--- src/rtl/qfx_pkg.sv ---
`timescale 1ns / 1ps

package qfx_pkg;

    localparam int DATA_W        = 32;
    localparam int OP_W          = 4;
    localparam int FRAC_BITS_DEF = 8;

    localparam logic [OP_W-1:0] OP_ADD  = 4'd0;
    localparam logic [OP_W-1:0] OP_SUB  = 4'd1;
    localparam logic [OP_W-1:0] OP_MUL  = 4'd2;
    localparam logic [OP_W-1:0] OP_DIV  = 4'd3;
    localparam logic [OP_W-1:0] OP_MIN  = 4'd4;
    localparam logic [OP_W-1:0] OP_MAX  = 4'd5;
    localparam logic [OP_W-1:0] OP_INC  = 4'd6;
    localparam logic [OP_W-1:0] OP_DEC  = 4'd7;
    localparam logic [OP_W-1:0] OP_FINT = 4'd8;
    localparam logic [OP_W-1:0] OP_TINT = 4'd9;

    // Data that rides along the divider chain next to the quotient state.
    typedef struct packed {
        logic [OP_W-1:0]     op;
        logic [DATA_W-1:0]   res;
        logic                ovf;
        logic                lt;
        logic                eq;
        logic                gt;
        logic                neg;
        logic [2*DATA_W-1:0] prod;
    } t_side;

endpackage

--- src/rtl/qfx_div_cell.sv ---
`timescale 1ns / 1ps

// One restoring division step: shifts a numerator bit into the partial
// remainder, subtracts the divisor when it fits and records the quotient bit.
module qfx_div_cell #(
    parameter int NUM_W = 40
) (
    input  logic                              i_clk,
    input  logic                              i_rst_n,
    input  logic                              i_valid,
    output logic                              o_ready,
    input  logic [qfx_pkg::DATA_W+NUM_W-1:0]  i_rq,
    input  logic [qfx_pkg::DATA_W-1:0]        i_den,
    input  qfx_pkg::t_side                    i_side,
    output logic                              o_valid,
    input  logic                              i_ready,
    output logic [qfx_pkg::DATA_W+NUM_W-1:0]  o_rq,
    output logic [qfx_pkg::DATA_W-1:0]        o_den,
    output qfx_pkg::t_side                    o_side
);

    localparam int RW = qfx_pkg::DATA_W;

    logic                             r_v;
    logic [RW+NUM_W-1:0]              r_rq;
    logic [RW-1:0]                    r_den;
    qfx_pkg::t_side                   r_side;
    logic [RW:0]                      w_t;
    logic [RW:0]                      w_diff;
    logic                             w_ge;
    logic [RW+NUM_W-1:0]              n_rq;

    assign o_ready = !r_v || i_ready;
    // The shifted remainder needs one bit more than the remainder field.
    assign w_t     = {i_rq[RW+NUM_W-1:NUM_W], i_rq[NUM_W-1]};
    assign w_diff  = w_t - {1'b0, i_den};
    assign w_ge    = w_t >= {1'b0, i_den};
    assign n_rq    = {(w_ge ? w_diff[RW-1:0] : w_t[RW-1:0]), i_rq[NUM_W-2:0], w_ge};

    always_ff @(posedge i_clk) begin
        if (!i_rst_n) begin
            r_v <= 1'b0;
        end else if (o_ready) begin
            r_v <= i_valid;
        end
        if (o_ready && i_valid) begin
            r_rq   <= n_rq;
            r_den  <= i_den;
            r_side <= i_side;
        end
    end

    assign o_valid = r_v;
    assign o_rq    = r_rq;
    assign o_den   = r_den;
    assign o_side  = r_side;

endmodule

--- config.mk ---
export PLATFORM = sky130hd
export DESIGN_NAME = qfx_div_cell
export DESIGN_NICKNAME = d
export VERILOG_FILES = /design/src/rtl/qfx_pkg.sv /design/src/rtl/qfx_div_cell.sv
export SDC_FILE = /design/constraint.sdc
export NUM_CORES = 1
export LEC_CHECK = 0
export ABC_AREA = 1
export BUFFER_PORTS_ARGS = -buffer_cell sky130_fd_sc_hd__buf_4
export CORE_AREA = 4 4 164 166
export CTS_BUF_LIST = sky130_fd_sc_hd__clkbuf_16
export CTS_CLUSTER_DIAMETER = 100
export CTS_CLUSTER_SIZE = 20
export DETAILED_ROUTE_END_ITERATION = 8
export DIE_AREA = 0 0 168 170
export GPL_ROUTABILITY_DRIVEN = 0
export PLACE_DENSITY = 0.66
export SLEW_MARGIN = 20
export SYNTH_ARGS = -nofsm -noshare
export SYNTH_HDL_FRONTEND = slang
export SYNTH_SLANG_ARGS = --single-unit
--- constraint.sdc ---
create_clock -name i_clk -period 33.6 [get_ports i_clk]
set_input_delay 3.36 -clock i_clk [delete_from_list [all_inputs] [get_ports i_clk]]
set_output_delay 3.36 -clock i_clk [all_outputs]
set_load 0.02 [all_outputs]
==> results.txt <==
- The via count of the first global-routing pass was 7414.
- Yosys mapped a number of flops with a built-in enable equal to 209.
* Deepest level of the CTS H-tree: 1
* Max-cap violation count: 0
* Total track usage: 21.05%
- The number of gates resized after CTS was 0.
- Post-route DRC violation count: 0
* Cell types occupying the most area after synthesis: sky130_fd_sc_hd__edfxtp_1, sky130_fd_sc_hd__nand2_1, sky130_fd_sc_hd__inv_1
- The synthesized design spends more area on one cell type than any other, namely sky130_fd_sc_hd__edfxtp_1.
- The die is 168 um wide.
- Most numerous cell types in the synthesized netlist: sky130_fd_sc_hd__nand2_1, sky130_fd_sc_hd__edfxtp_1, sky130_fd_sc_hd__inv_1, sky130_fd_sc_hd__nand3_1, sky130_fd_sc_hd__nor2_1
* Post-synth top area share: 66.00%
* Top fanout value on the critical path: 2
- 424 I/O pins were placed.
* TritonCTS clock tree: built
- The post-route netlist has 36.37% of its cells at a drive strength greater than 1.
- The longest clock path from root to sink contains 3 buffers.
* Die span in y: 170 um
- The tightest min-delay check is of the reg2reg type.
- Buffers placed on the I/O ports in this run total 423.
- The first global-routing pass estimated 45730 um of wire.
* Aggregate routed wire length: 32100 um
* HPWL reported at the end of detailed placement: 25790 um
- Element type at the critical path end: output port
* Drt wl/cell: 19.55 um
- The die covers 28560 um^2.
- Summing internal, switching and leakage power gives 0.6341 mW.
- Final min period: 7.308 ns
- For this run, the leading register cell type out of synthesis is sky130_fd_sc_hd__edfxtp_1.
- Pin count of the biggest net entering global routing: 81
- Leading cell type by number of instances after synthesis: sky130_fd_sc_hd__nand2_1
* Unrepaired setup endpoints after global routing: false
- The final max-slew violation count was 0.
- Summed over all failing endpoints, the final setup total negative slack is 0 ns.
- Overflow left after global routing: 0
- Dividing the detail-routed via count by the number of cells gives 4.591.
- Flops & latches, synth: 210
- The number of hold violations in the final report was 0.
- Mean cell area of the mapped netlist: 10.97 um^2
- Area delta synth->final: 42.14%
- Pwr per Cell Area: 46.91 nW/um^2
* DRT Pass-1 Iters: 5
- Dividing the final minimum period by the clock period gives 21.75%.
- Post-CTS Repair Setup Buffers: 0
- Final worst clock skew: 0.01116 ns
- In this run, CTS created clock tree buffers numbering 14.
* Hold-fix buffer count after cts: 0
- Derived from the worst setup path, the maximum achievable clock frequency is 0.1368 GHz.
* Number of vias after detailed routing: 7539
- At the pin with the least slew margin, the transition time is 1.045 ns.
* Mapped Cells: 867
- Worst-Skew Late Latency: 0.48 ns
- VDD sags by at most 0.03369 mV.
- CTS placed an instance of sky130_fd_sc_hd__clkbuf_16 at the clock tree root.
- Data required time of the worst path: 30.24 ns
- Number of antenna violations at the first check in global routing: 3
- Number of nets still failing antenna checks after routing: 0
* Class of the most critical setup path: in2out
* Total number of yosys warnings: 0
- Initial standard-cell utilization of the core: 37.12%
* Distinct cell type count after synthesis: 31
- Sink Count: 210
- The flow ran to the end, and the final reports show no timing, DRC or antenna violations.
* Share of flip-flops with an asynchronous set or reset: 0%
- Std-Cell Core Area: 25620 um^2
- Data arrives at the worst endpoint at 3.95 ns.
- Headroom to the max-slew limit: 30.30%
* Final-report setup violation count: 0
* Seq/Total Area, Yosys: 66.21%
- After the first detailed-routing iteration, the DRC count stood at 468.
- The worst setup path is launched from an input port.
- After the last flow step, the layout net total stands at 1545.
- The cell area that synthesis handed to floorplanning was 9509 um^2.
* Static Leak: 6.499 nW
- In this run the core area contains 59 standard-cell rows.
- Clock slew seen by the registers of the worst setup and hold paths: 0.08 ns
- Net count after synthesis: 1113
## where the power goes
group          total [mW]  switching [mW]  internal [mW]
Sequential          0.316         0.00513          0.311
Combinational       0.135          0.0800         0.0548
Clock               0.183          0.0871         0.0963
## layout by cell type (no fill, tap or decap), types with 2 or more instances in the layout
cell / count
sky130_fd_sc_hd__nand3b_1: 10
sky130_fd_sc_hd__edfxtp_1: 209
sky130_fd_sc_hd__nand3_2: 17
sky130_fd_sc_hd__clkbuf_16: 15
sky130_fd_sc_hd__nand2_2: 3
sky130_fd_sc_hd__and2_1: 8
sky130_fd_sc_hd__a21oi_1: 21
sky130_fd_sc_hd__ha_1: 32
sky130_fd_sc_hd__nor3_2: 2
sky130_fd_sc_hd__nand2_1: 278
sky130_fd_sc_hd__bufinv_16: 2
sky130_fd_sc_hd__xor2_1: 13
sky130_fd_sc_hd__nand3_1: 51
sky130_fd_sc_hd__nor2_2: 2
sky130_fd_sc_hd__inv_2: 3
sky130_fd_sc_hd__nor2_1: 37
sky130_fd_sc_hd__buf_4: 426
sky130_fd_sc_hd__inv_1: 156
sky130_fd_sc_hd__nand4_1: 2
sky130_fd_sc_hd__o21ai_0: 2
sky130_fd_sc_hd__nor3_1: 6
## flip-flops by register name (all words and copies together), names as in the netlist
signal / count
o_side: 105
o_rq: 72
o_den: 32
o_valid: 1
## cell families (layout without fill, tap and decap cells)
family	count (synthesis)	after routing	share of synthesized area, %
AND/OR/NAND/NOR	420	420	19.72
flip-flops	210	210	66.21
buffers and inverters	164	603	6.934
AO/OA/AOI/OAI	26	26	1.421
adder cells (fa/ha/maj)	33	33	4.421
other	0	1	0
XOR/XNOR	14	14	1.289
## metrics by stage
stage          util, %  setup WS (ns)  instances  cell area [um^2]  hold WS [ns]
2_1_floorplan        -          19.32        867              9509        0.7295
3_3_place_gp     50.97          26.30       1618             13060        0.6910
3_5_place_dp     50.97          26.31       1618             13060        0.6769
4_1_cts          52.76          26.31       1641             13510        0.6949
5_1_grt          52.77          26.28       1642             13520        0.7432
6_report         52.77          26.29       1642             13520        0.7105
## worst paths after layout
check / startpoint / end / slack (ns) / cells past startpoint
worst min-delay path: o_valid$_SDFFE_PN0N_ / o_valid$_SDFFE_PN0N_ / 0.71 / 2
worst max-delay path: i_ready / o_ready / 26.29 / 4
worst min register to register: o_valid$_SDFFE_PN0N_ / o_valid$_SDFFE_PN0N_ / 0.71 / 2
worst max register to register: o_valid$_SDFFE_PN0N_ / o_side[42]$_DFFE_PP_ / 30.79 / 3
## worst max-delay path: stages
cell,delay (ns)
sky130_fd_sc_hd__buf_4,0.11
sky130_fd_sc_hd__inv_1,0.10
sky130_fd_sc_hd__nand2_1,0.16
sky130_fd_sc_hd__buf_4,0.21
## area by class of cell
class                           count  area [um^2]
Fill cell                        2347        12100
Sequential cell                   210         6296
Timing Repair Buffer              426         3198
Multi-Input combinational cell    493         2565
Inverter                          154        578.1
Tap cell                          335        419.2
Clock buffer                       15        375.4
Clock inverter                      8        82.58
Antenna cell                        1        2.502
## per-layer routing
metal,wire (um),vias to the layer above,GRT usage (%)
li1,-,3687,-
met4,1007,4,6.069
met2,16150,288,37.26
met1,12340,3512,25.03
met5,21,-,0
met3,2569,48,6.132
(Power assumes the default switching activity.)
